### src/hw/rtl/trms_pkg.sv
// Shared types and constants of the running-minimum scan block.
package trms_pkg;

	localparam int ORDER_BITS_DEF = 10;
	localparam int ACC_BITS_DEF   = 64;
	localparam int EULER_BITS     = 3;
	localparam int CFG_IDX_BITS   = 3;
	localparam int FIBERS         = 3;

	// Register indexes of the configuration port
	localparam logic [CFG_IDX_BITS-1:0] REG_ORDER_0 = 3'd0;
	localparam logic [CFG_IDX_BITS-1:0] REG_ORDER_1 = 3'd1;
	localparam logic [CFG_IDX_BITS-1:0] REG_ORDER_2 = 3'd2;
	localparam logic [CFG_IDX_BITS-1:0] REG_TWIST_0 = 3'd3;
	localparam logic [CFG_IDX_BITS-1:0] REG_TWIST_1 = 3'd4;
	localparam logic [CFG_IDX_BITS-1:0] REG_TWIST_2 = 3'd5;
	localparam logic [CFG_IDX_BITS-1:0] REG_EULER   = 3'd6;

	// Reset values of the configuration registers
	localparam int ORDER_0_RST = 2;
	localparam int ORDER_1_RST = 3;
	localparam int ORDER_2_RST = 5;
	localparam int TWIST_0_RST = 1;
	localparam int TWIST_1_RST = 2;
	localparam int TWIST_2_RST = 4;
	localparam logic [EULER_BITS-1:0] EULER_RST = 3'b110;

	// Commands from controller to datapath
	typedef struct packed {
		logic start;     // capture tag, form a0*a1, clear scan state
		logic mul2;      // form scan length from a0*a1*a2
		logic scan;      // take minimum, advance one step unless at the end
		logic load_out;  // move final minimum into the output register
	} trms_cmd_t;

	// Status from datapath to controller
	typedef struct packed {
		logic last_hit;  // step index equals scan length
		logic out_free;  // output register can take a result this cycle
	} trms_stat_t;

endpackage

### src/hw/rtl/tau_running_minimum_scan_core.sv
// Top level of the running-minimum scan block: configuration registers and wiring.
//
// Usage:
//   Write the fiber orders, twists and Euler integer part through the plain
//   write port (cfg_we, cfg_index, cfg_data) while the block is idle; a write
//   is taken at the clock edge where cfg_we is high and applies to the next
//   request. Indexes beyond the register list are dropped.
//   Send a request tag on the input channel (in_valid/in_ready). The block
//   answers each transaction with one result transaction on the output
//   channel (out_valid/out_ready): the minimum of the running sum over the
//   scan, saturated to 32 bits, the echoed tag and an overflow flag.
// Sequence:
//   The accepting edge captures the tag and forms a0*a1, the next cycle
//   forms the scan length M = floor(a0*a1*a2/2), then the scan loop runs
//   one step per cycle over j = 0 .. M and loads the result at its last
//   step. At the reset values M = 15. The next request is taken the cycle
//   after the result is loaded, while that result may still wait; the
//   block takes no new request while a scan is under way.
// Reset and stall:
//   arst_n clears the controller, the output valid and the configuration
//   registers to their reset values. A stalled receiver holds the result in
//   the output register; a following scan then holds at its last step until
//   the output register frees up.
module tau_running_minimum_scan_core #(
	parameter int ORDER_BITS = trms_pkg::ORDER_BITS_DEF,
	parameter int ACC_BITS   = trms_pkg::ACC_BITS_DEF,
	parameter int CFG_W      = (ORDER_BITS > trms_pkg::EULER_BITS) ?
	                           ORDER_BITS : trms_pkg::EULER_BITS
) (
	input  logic                              clk,
	input  logic                              arst_n,
	input  logic                              in_valid,
	output logic                              in_ready,
	input  logic [7:0]                        request_tag,
	output logic                              out_valid,
	input  logic                              out_ready,
	output logic signed [31:0]                minimum_value,
	output logic [7:0]                        result_tag,
	output logic                              overflow_flag,
	input  logic                              cfg_we,
	input  logic [trms_pkg::CFG_IDX_BITS-1:0] cfg_index,
	input  logic [CFG_W-1:0]                  cfg_data
);
	import trms_pkg::*;

	logic [2:0][ORDER_BITS-1:0] order_q;
	logic [2:0][ORDER_BITS-1:0] twist_q;
	logic [EULER_BITS-1:0]      euler_q;
	trms_cmd_t                  cmd;
	trms_stat_t                 stat;

	// Configuration registers; keep only the low bits of each write
	always_ff @(posedge clk or negedge arst_n) begin
		if (!arst_n) begin
			order_q[0] <= ORDER_BITS'(ORDER_0_RST);
			order_q[1] <= ORDER_BITS'(ORDER_1_RST);
			order_q[2] <= ORDER_BITS'(ORDER_2_RST);
			twist_q[0] <= ORDER_BITS'(TWIST_0_RST);
			twist_q[1] <= ORDER_BITS'(TWIST_1_RST);
			twist_q[2] <= ORDER_BITS'(TWIST_2_RST);
			euler_q    <= EULER_RST;
		end else if (cfg_we) begin
			case (cfg_index)
				REG_ORDER_0: order_q[0] <= cfg_data[ORDER_BITS-1:0];
				REG_ORDER_1: order_q[1] <= cfg_data[ORDER_BITS-1:0];
				REG_ORDER_2: order_q[2] <= cfg_data[ORDER_BITS-1:0];
				REG_TWIST_0: twist_q[0] <= cfg_data[ORDER_BITS-1:0];
				REG_TWIST_1: twist_q[1] <= cfg_data[ORDER_BITS-1:0];
				REG_TWIST_2: twist_q[2] <= cfg_data[ORDER_BITS-1:0];
				REG_EULER:   euler_q    <= cfg_data[EULER_BITS-1:0];
				default: begin
				end
			endcase
		end
	end

	// Sequence start, length setup, scan and result load
	trms_ctrl u_ctrl (
		.clk      (clk),
		.arst_n   (arst_n),
		.in_valid (in_valid),
		.in_ready (in_ready),
		.stat     (stat),
		.cmd      (cmd)
	);

	// Fiber counters, running sum and minimum, output register
	trms_dp #(
		.ORDER_BITS (ORDER_BITS),
		.ACC_BITS   (ACC_BITS)
	) u_dp (
		.clk           (clk),
		.arst_n        (arst_n),
		.cmd           (cmd),
		.stat          (stat),
		.order         (order_q),
		.twist         (twist_q),
		.euler         (euler_q),
		.request_tag   (request_tag),
		.out_valid     (out_valid),
		.out_ready     (out_ready),
		.minimum_value (minimum_value),
		.result_tag    (result_tag),
		.overflow_flag (overflow_flag)
	);

endmodule

### src/hw/rtl/trms_ctrl.sv
// Controller state machine of the running-minimum scan block.
module trms_ctrl (
	input  logic                 clk,
	input  logic                 arst_n,
	input  logic                 in_valid,
	output logic                 in_ready,
	input  trms_pkg::trms_stat_t stat,
	output trms_pkg::trms_cmd_t  cmd
);
	import trms_pkg::*;

	localparam logic [1:0] ST_IDLE = 2'd0;
	localparam logic [1:0] ST_MUL  = 2'd1;
	localparam logic [1:0] ST_SCAN = 2'd2;

	logic [1:0] state_q;
	logic [1:0] state_d;

	always_comb begin
		state_d  = state_q;
		cmd      = '0;
		in_ready = 1'b0;
		case (state_q)
			ST_IDLE: begin
				in_ready = 1'b1;
				if (in_valid) begin
					cmd.start = 1'b1;
					state_d   = ST_MUL;
				end
			end
			ST_MUL: begin
				cmd.mul2 = 1'b1;
				state_d  = ST_SCAN;
			end
			ST_SCAN: begin
				cmd.scan = 1'b1;
				if (stat.last_hit && stat.out_free) begin
					cmd.load_out = 1'b1;
					state_d      = ST_IDLE;
				end
			end
			default: begin
				state_d = ST_IDLE;
			end
		endcase
	end

	always_ff @(posedge clk or negedge arst_n) begin
		if (!arst_n) begin
			state_q <= ST_IDLE;
		end else begin
			state_q <= state_d;
		end
	end

endmodule

### src/hw/rtl/trms_dp.sv
// Datapath of the running-minimum scan block: scan length, fiber counters, sums.
module trms_dp #(
	parameter int ORDER_BITS = trms_pkg::ORDER_BITS_DEF,
	parameter int ACC_BITS   = trms_pkg::ACC_BITS_DEF
) (
	input  logic                                 clk,
	input  logic                                 arst_n,
	input  trms_pkg::trms_cmd_t                  cmd,
	output trms_pkg::trms_stat_t                 stat,
	input  logic [2:0][ORDER_BITS-1:0]           order,
	input  logic [2:0][ORDER_BITS-1:0]           twist,
	input  logic [trms_pkg::EULER_BITS-1:0]      euler,
	input  logic [7:0]                           request_tag,
	output logic                                 out_valid,
	input  logic                                 out_ready,
	output logic signed [31:0]                   minimum_value,
	output logic [7:0]                           result_tag,
	output logic                                 overflow_flag
);
	import trms_pkg::*;

	localparam int P1_W = 2 * ORDER_BITS;
	localparam int P2_W = 3 * ORDER_BITS;
	localparam int J_W  = P2_W - 1;
	localparam logic [ACC_BITS-1:0] SAT_LIMIT = ~(ACC_BITS'(32'h7fff_ffff));

	logic [P1_W-1:0]     p1_q;
	logic [P2_W-1:0]     p2;
	logic [J_W-1:0]      last_q;
	logic [J_W-1:0]      step_q;
	logic [7:0]          tag_q;
	logic [ORDER_BITS-1:0] rem_q [FIBERS];
	logic [ACC_BITS-1:0]   quo_q [FIBERS];
	logic [ORDER_BITS-1:0] rem_d [FIBERS];
	logic                  wrap  [FIBERS];
	logic [ACC_BITS-1:0] ite_q;
	logic [ACC_BITS-1:0] sum_q;
	logic [ACC_BITS-1:0] min_q;
	logic [ACC_BITS-1:0] min_d;
	logic [ACC_BITS-1:0] delta;
	logic [ACC_BITS-1:0] euler_ext;
	logic                ovf;
	logic                out_valid_q;

	assign p2        = P2_W'(p1_q) * P2_W'(order[2]);
	assign euler_ext = {{(ACC_BITS-EULER_BITS){euler[EULER_BITS-1]}}, euler};
	assign min_d     = ($signed(sum_q) < $signed(min_q)) ? sum_q : min_q;

	always_comb begin
		logic [ORDER_BITS:0] s;
		delta = ACC_BITS'(1) - ite_q;
		for (int i = 0; i < FIBERS; i++) begin
			delta = delta - quo_q[i] - ACC_BITS'(rem_q[i] != '0);
			s       = {1'b0, rem_q[i]} + {1'b0, twist[i]};
			wrap[i] = (s >= {1'b0, order[i]});
			if (wrap[i]) begin
				s = s - {1'b0, order[i]};
			end
			rem_d[i] = s[ORDER_BITS-1:0];
		end
	end

	assign ovf           = $signed(min_d) < $signed(SAT_LIMIT);
	assign stat.last_hit = (step_q == last_q);
	assign stat.out_free = !out_valid_q || out_ready;

	// Scan state: cleared on start, advanced once per scan cycle until the last step
	always_ff @(posedge clk) begin
		if (cmd.start) begin
			tag_q  <= request_tag;
			p1_q   <= P1_W'(order[0]) * P1_W'(order[1]);
			step_q <= '0;
			ite_q  <= '0;
			sum_q  <= '0;
			min_q  <= '0;
			for (int i = 0; i < FIBERS; i++) begin
				rem_q[i] <= '0;
				quo_q[i] <= '0;
			end
		end
		if (cmd.mul2) begin
			last_q <= p2[P2_W-1:1];
		end
		if (cmd.scan) begin
			min_q <= min_d;
			if (!stat.last_hit) begin
				step_q <= step_q + J_W'(1);
				sum_q  <= sum_q + delta;
				ite_q  <= ite_q + euler_ext;
				for (int i = 0; i < FIBERS; i++) begin
					rem_q[i] <= rem_d[i];
					quo_q[i] <= quo_q[i] + ACC_BITS'(wrap[i]);
				end
			end
		end
	end

	// Output register: holds a result until the receiver takes it
	always_ff @(posedge clk) begin
		if (cmd.load_out) begin
			minimum_value <= ovf ? 32'sh8000_0000 : $signed(min_d[31:0]);
			overflow_flag <= ovf;
			result_tag    <= tag_q;
		end
	end

	always_ff @(posedge clk or negedge arst_n) begin
		if (!arst_n) begin
			out_valid_q <= 1'b0;
		end else if (cmd.load_out) begin
			out_valid_q <= 1'b1;
		end else if (out_ready) begin
			out_valid_q <= 1'b0;
		end
	end

	assign out_valid = out_valid_q;

endmodule

### config.mk
export PLATFORM = sky130hd
export DESIGN_NAME = tau_running_minimum_scan_core
export DESIGN_NICKNAME = d
export VERILOG_FILES = /design/src/hw/rtl/trms_pkg.sv /design/src/hw/rtl/tau_running_minimum_scan_core.sv /design/src/hw/rtl/trms_ctrl.sv /design/src/hw/rtl/trms_dp.sv
export SDC_FILE = /design/constraint.sdc
export NUM_CORES = 2
export LEC_CHECK = 0
export ABC_AREA = 1
export BUFFER_PORTS_ARGS = -buffer_cell sky130_fd_sc_hd__buf_2
export CAP_MARGIN = 30
export CORE_ASPECT_RATIO = 0.5
export CORE_MARGIN = 2
export CORE_UTILIZATION = 38
export DETAILED_ROUTE_END_ITERATION = 16
export PLACE_DENSITY = 0.56
export SETUP_SLACK_MARGIN = 0.1
export SYNTH_ARGS = -nofsm -noshare
export SYNTH_HDL_FRONTEND = slang
export SYNTH_HIERARCHICAL = 1
export SYNTH_SLANG_ARGS = --single-unit
### constraint.sdc
create_clock -name clk -period 10.16 [get_ports clk]
set_input_delay 1.016 -clock clk [delete_from_list [all_inputs] [get_ports clk]]
set_output_delay 1.016 -clock clk [all_outputs]
set_load 0.02 [all_outputs]
==> impl_metrics.env <==
export IMPL_run_status="finished, final reports clean"
export IMPL_critical_path_reg2reg_startpoint="u_dp/rem_q[0][21]$_SDFFCE_PN0P_"
export IMPL_synth_edf_count=384
export IMPL_drt_pre_antenna_iters=6
export IMPL_grt_pass1_wl_um=275000
export IMPL_numPortBuffers=68
export IMPL_final_period_utilization_pct=67.23
export IMPL_critical_path_reg2reg_endpoint="u_dp/sum_q[55]$_DFF_P_"
export IMPL_die_width_um=551.1
export IMPL_drv_slew=0
export IMPL_critical_path_endpoint_type="flip-flop"
export IMPL_clock_latency_late_sink_ns=0.70
export IMPL_maximum_capacitance_violations=0
export IMPL_timing_setup_critical_path_class="flip-flop to flip-flop"
export IMPL_floorplan_initialDensity_pct=38.26
export IMPL_ys_top_cells_by_count="nand2_1 (1380), inv_1 (1246), ha_1 (503), nor2_1 (503), fa_1 (460)"
export IMPL_post_cts_setup_buffer_count=0
export IMPL_pin_count_of_the_biggest_net_entering_global_routing=117
export IMPL_synth_largest_area_cell="edfxtp_1"
export IMPL_detailed_place_hpwl_um=136800
export IMPL_synth_net_count=7941
export IMPL_routed_wire_length_per_instance_um=19.55
export IMPL_clock_tree_root_cell="clkbuf_16"
export IMPL_mappedNetlistArea_um2=56860
export IMPL_quantity_of_gates_resized_following_cts=0
export IMPL_postSynth_asyncResetShare_pct=10.87
export IMPL_groute_usage_overall_pct=23.13
export IMPL_rsz0062_at_grt="no"
export IMPL_finalInstanceArea_um2=61630
export IMPL_clock_sinks=607
export IMPL_worst_r2r_path_depth=22
export IMPL_cts_hold_buffers=0
export IMPL_via_count=46720
export IMPL_yosysWarnings=6
export IMPL_die_height_um=277.5
export IMPL_synth_seq_cells=607
export IMPL_synth_seq_area_share_pct=28.73
export IMPL_fin_tns_setup_ns=0
export IMPL_route_detailed_drc=0
export IMPL_placementRows=100
export IMPL_startpoint_type="flip-flop"
export IMPL_timing_slew_headroom_pct=25.71
export IMPL_crit_required_ns=10.67
export IMPL_worst_hold_slack_ns=0.3802
export IMPL_tritoncts="built"
export IMPL_final_net_count=7946
export IMPL_critPathArrivalTime_ns=7.34
export IMPL_maximum_level_of_the_cts_h_tree=3
export IMPL_fp_coreArea_um2=148600
export IMPL_fp_dieArea_um2=152900
export IMPL_n_fill_cell=15240
export IMPL_period_minus_slack_ns=6.831
export IMPL_first_global_vias=46020
export IMPL_holdCritPathClass="input pin to async pin"
export IMPL_antenna_violating_nets_post_route=0
export IMPL_route_detailed_vias_per_inst=5.188
export IMPL_cp_startpoint="u_dp/rem_q[0][21]$_SDFFCE_PN0P_"
export IMPL_timing_worst_slew_pin_value_ns=1.100
export IMPL_drive_gt1_share_pct=4.576
export IMPL_gr_total_overflow=0
export IMPL_finish_utilization_pct=41.46
export IMPL_initialDrtViolationCount=4099
export IMPL_worstPathMaxFanout=5
export IMPL_io_pin_count=69
export IMPL_final_setup_viol_count=0
export IMPL_routabilityCongestion=0.9201
export IMPL_clockBufferDepth=3
export IMPL_cts_clk_slew_worst_paths_ns=0.07
export IMPL_grt_antenna_before_repair=0
export IMPL_synth_cells=6952
export IMPL_setup_reg_to_reg_worst_slack_ns=3.33
export IMPL_finalHoldViolations=0
export IMPL_cts_made_buffers=70
export IMPL_fmax_mhz=146.4
export IMPL_yosys_cell_count_top_type="nand2_1"
export IMPL_synth_top_area_share_pct=20.28
export IMPL_synth_area_top_cells="edfxtp_1 (20%), fa_1 (16%), ha_1 (11%), nand2_1 (9.1%), inv_1 (8.2%)"
export IMPL_post_synth_num_cell_types=62
export IMPL_postSynthAreaPerCell_um2=8.179
export IMPL_area_delta_synth_final_pct=8.381
export IMPL_clock_skew_final_ns=0.02934
export IMPL_worst_setup_path_endpoint="u_dp/sum_q[55]$_DFF_P_"
export IMPL_finalWirelength_um=176000
export IMPL_synth_main_ff_cell="edfxtp_1"
export IMPL_placedInstanceArea_um2=59290
==> worst min path at each step <==
stage	startpoint	end	slack, ns	depth (start not counted)
final	arst_n	euler_q[0]$_DFFE_PN0P_	0.38	2
after global routing	arst_n	euler_q[0]$_DFFE_PN0P_	0.40	2
after CTS	arst_n	euler_q[0]$_DFFE_PN0P_	0.36	2
after detailed placement	u_dp/tag_q[7]$_DFFE_PP_	u_dp/result_tag[7]$_DFFE_PP_	0.41	0
after global placement	u_dp/tag_q[2]$_DFFE_PP_	u_dp/result_tag[2]$_DFFE_PP_	0.40	0
after floorplan	u_dp/tag_q[0]$_DFFE_PP_	u_dp/result_tag[0]$_DFFE_PP_	0.40	0
==> registers in the layout, indices dropped and copies added, names as in the netlist, 30 cells and up <==
register	flops
order_q	30
twist_q	30
u_dp/ite_q	64
u_dp/min_q	64
u_dp/minimum_value	32
u_dp/quo_q	192
u_dp/rem_q	30
u_dp/sum_q	64
==> metal layers <==
layer	GRT usage [%]	routed length, um	vias to the layer above
li1	-	-	22810
met1	32.91	82570	22530
met2	37.59	80920	1181
met3	2.484	8520	192
met4	5.512	4028	0
met5	0	0	-
==> final cells by class <==
| type | instances | area [um^2] | area share [%] |
|---|---|---|---|
| well taps | 1989 | 2489 | 4.038 |
| multi-input cells | 4927 | 35150 | 57.03 |
| repair buffers | 98 | 598.1 | 0.9704 |
| clock buffers | 104 | 2046 | 3.319 |
| clock inverters | 26 | 291.5 | 0.4730 |
| inverters | 1253 | 4716 | 7.652 |
| flip-flops and latches | 607 | 16340 | 26.51 |
| diodes | 2 | 5.005 | 0.008121 |
==> layout by cell type, fill, tap and decap left out, drive strengths merged, types with 14 or more instances in the layout <==
cell type	synthesis	final
o211ai	20	20
a211oi	14	14
o22ai	29	29
o21a	37	37
a31oi	63	63
clkinv	2	15
o21bai	19	19
nor4	93	93
nor3	155	155
nor3b	44	44
nand3	220	220
clkbuf	138	104
or2	26	26
a21oi	481	481
inv	1251	1259
edfxtp	384	384
xnor2	96	96
nand4	84	84
dfxtp	157	157
xor2	139	139
ha	503	503
buf	27	98
nor2	514	514
fa	460	460
o21ai	435	435
nand3b	14	14
nand2	1393	1393
a21o	29	29
dfrtp	56	56
==> stage by stage <==
step                std cells  setup WS, ns
floorplan                6952         2.782
global placement         8872         3.523
detailed placement       8874         3.509
CTS                      9004         3.453
global route             9004         2.598
finish                   9006         3.329
==> cell families after synthesis <==
family,Yosys count,synth area share (%)
and+or+nand+nor,2559,19.38
buffers and inverters,1418,9.525
AOI/OAI and AO/OA,1168,11.45
adders and majority gates,963,27.26
DFF,607,28.73
xor gates and xnor gates,235,3.620
muxes,2,0.03521
==> worst max-delay path, stage by stage (launching register included) <==
cell and delay [ns]:
edfxtp_1 0.44, nor4_1 0.36, nand2_1 0.15, nor3_1 0.68, ha_1 0.30, fa_1 0.41, inv_1 0.08, fa_1 0.19
fa_1 0.42, inv_1 0.07, ha_1 0.16, nand3_1 0.08, nand2_1 0.15, a21boi_0 0.16, o21bai_1 0.46, a21oi_1 0.22
o21ai_0 0.65, nand3_1 0.33, o21ai_0 0.87, nand2_1 0.14, nand2_1 0.12, xnor2_1 0.13, o22ai_1 0.08
Power is left out: the tool's default activity adds up to more than one toggle a clock period on the data nets, which glitch-free logic cannot reach.
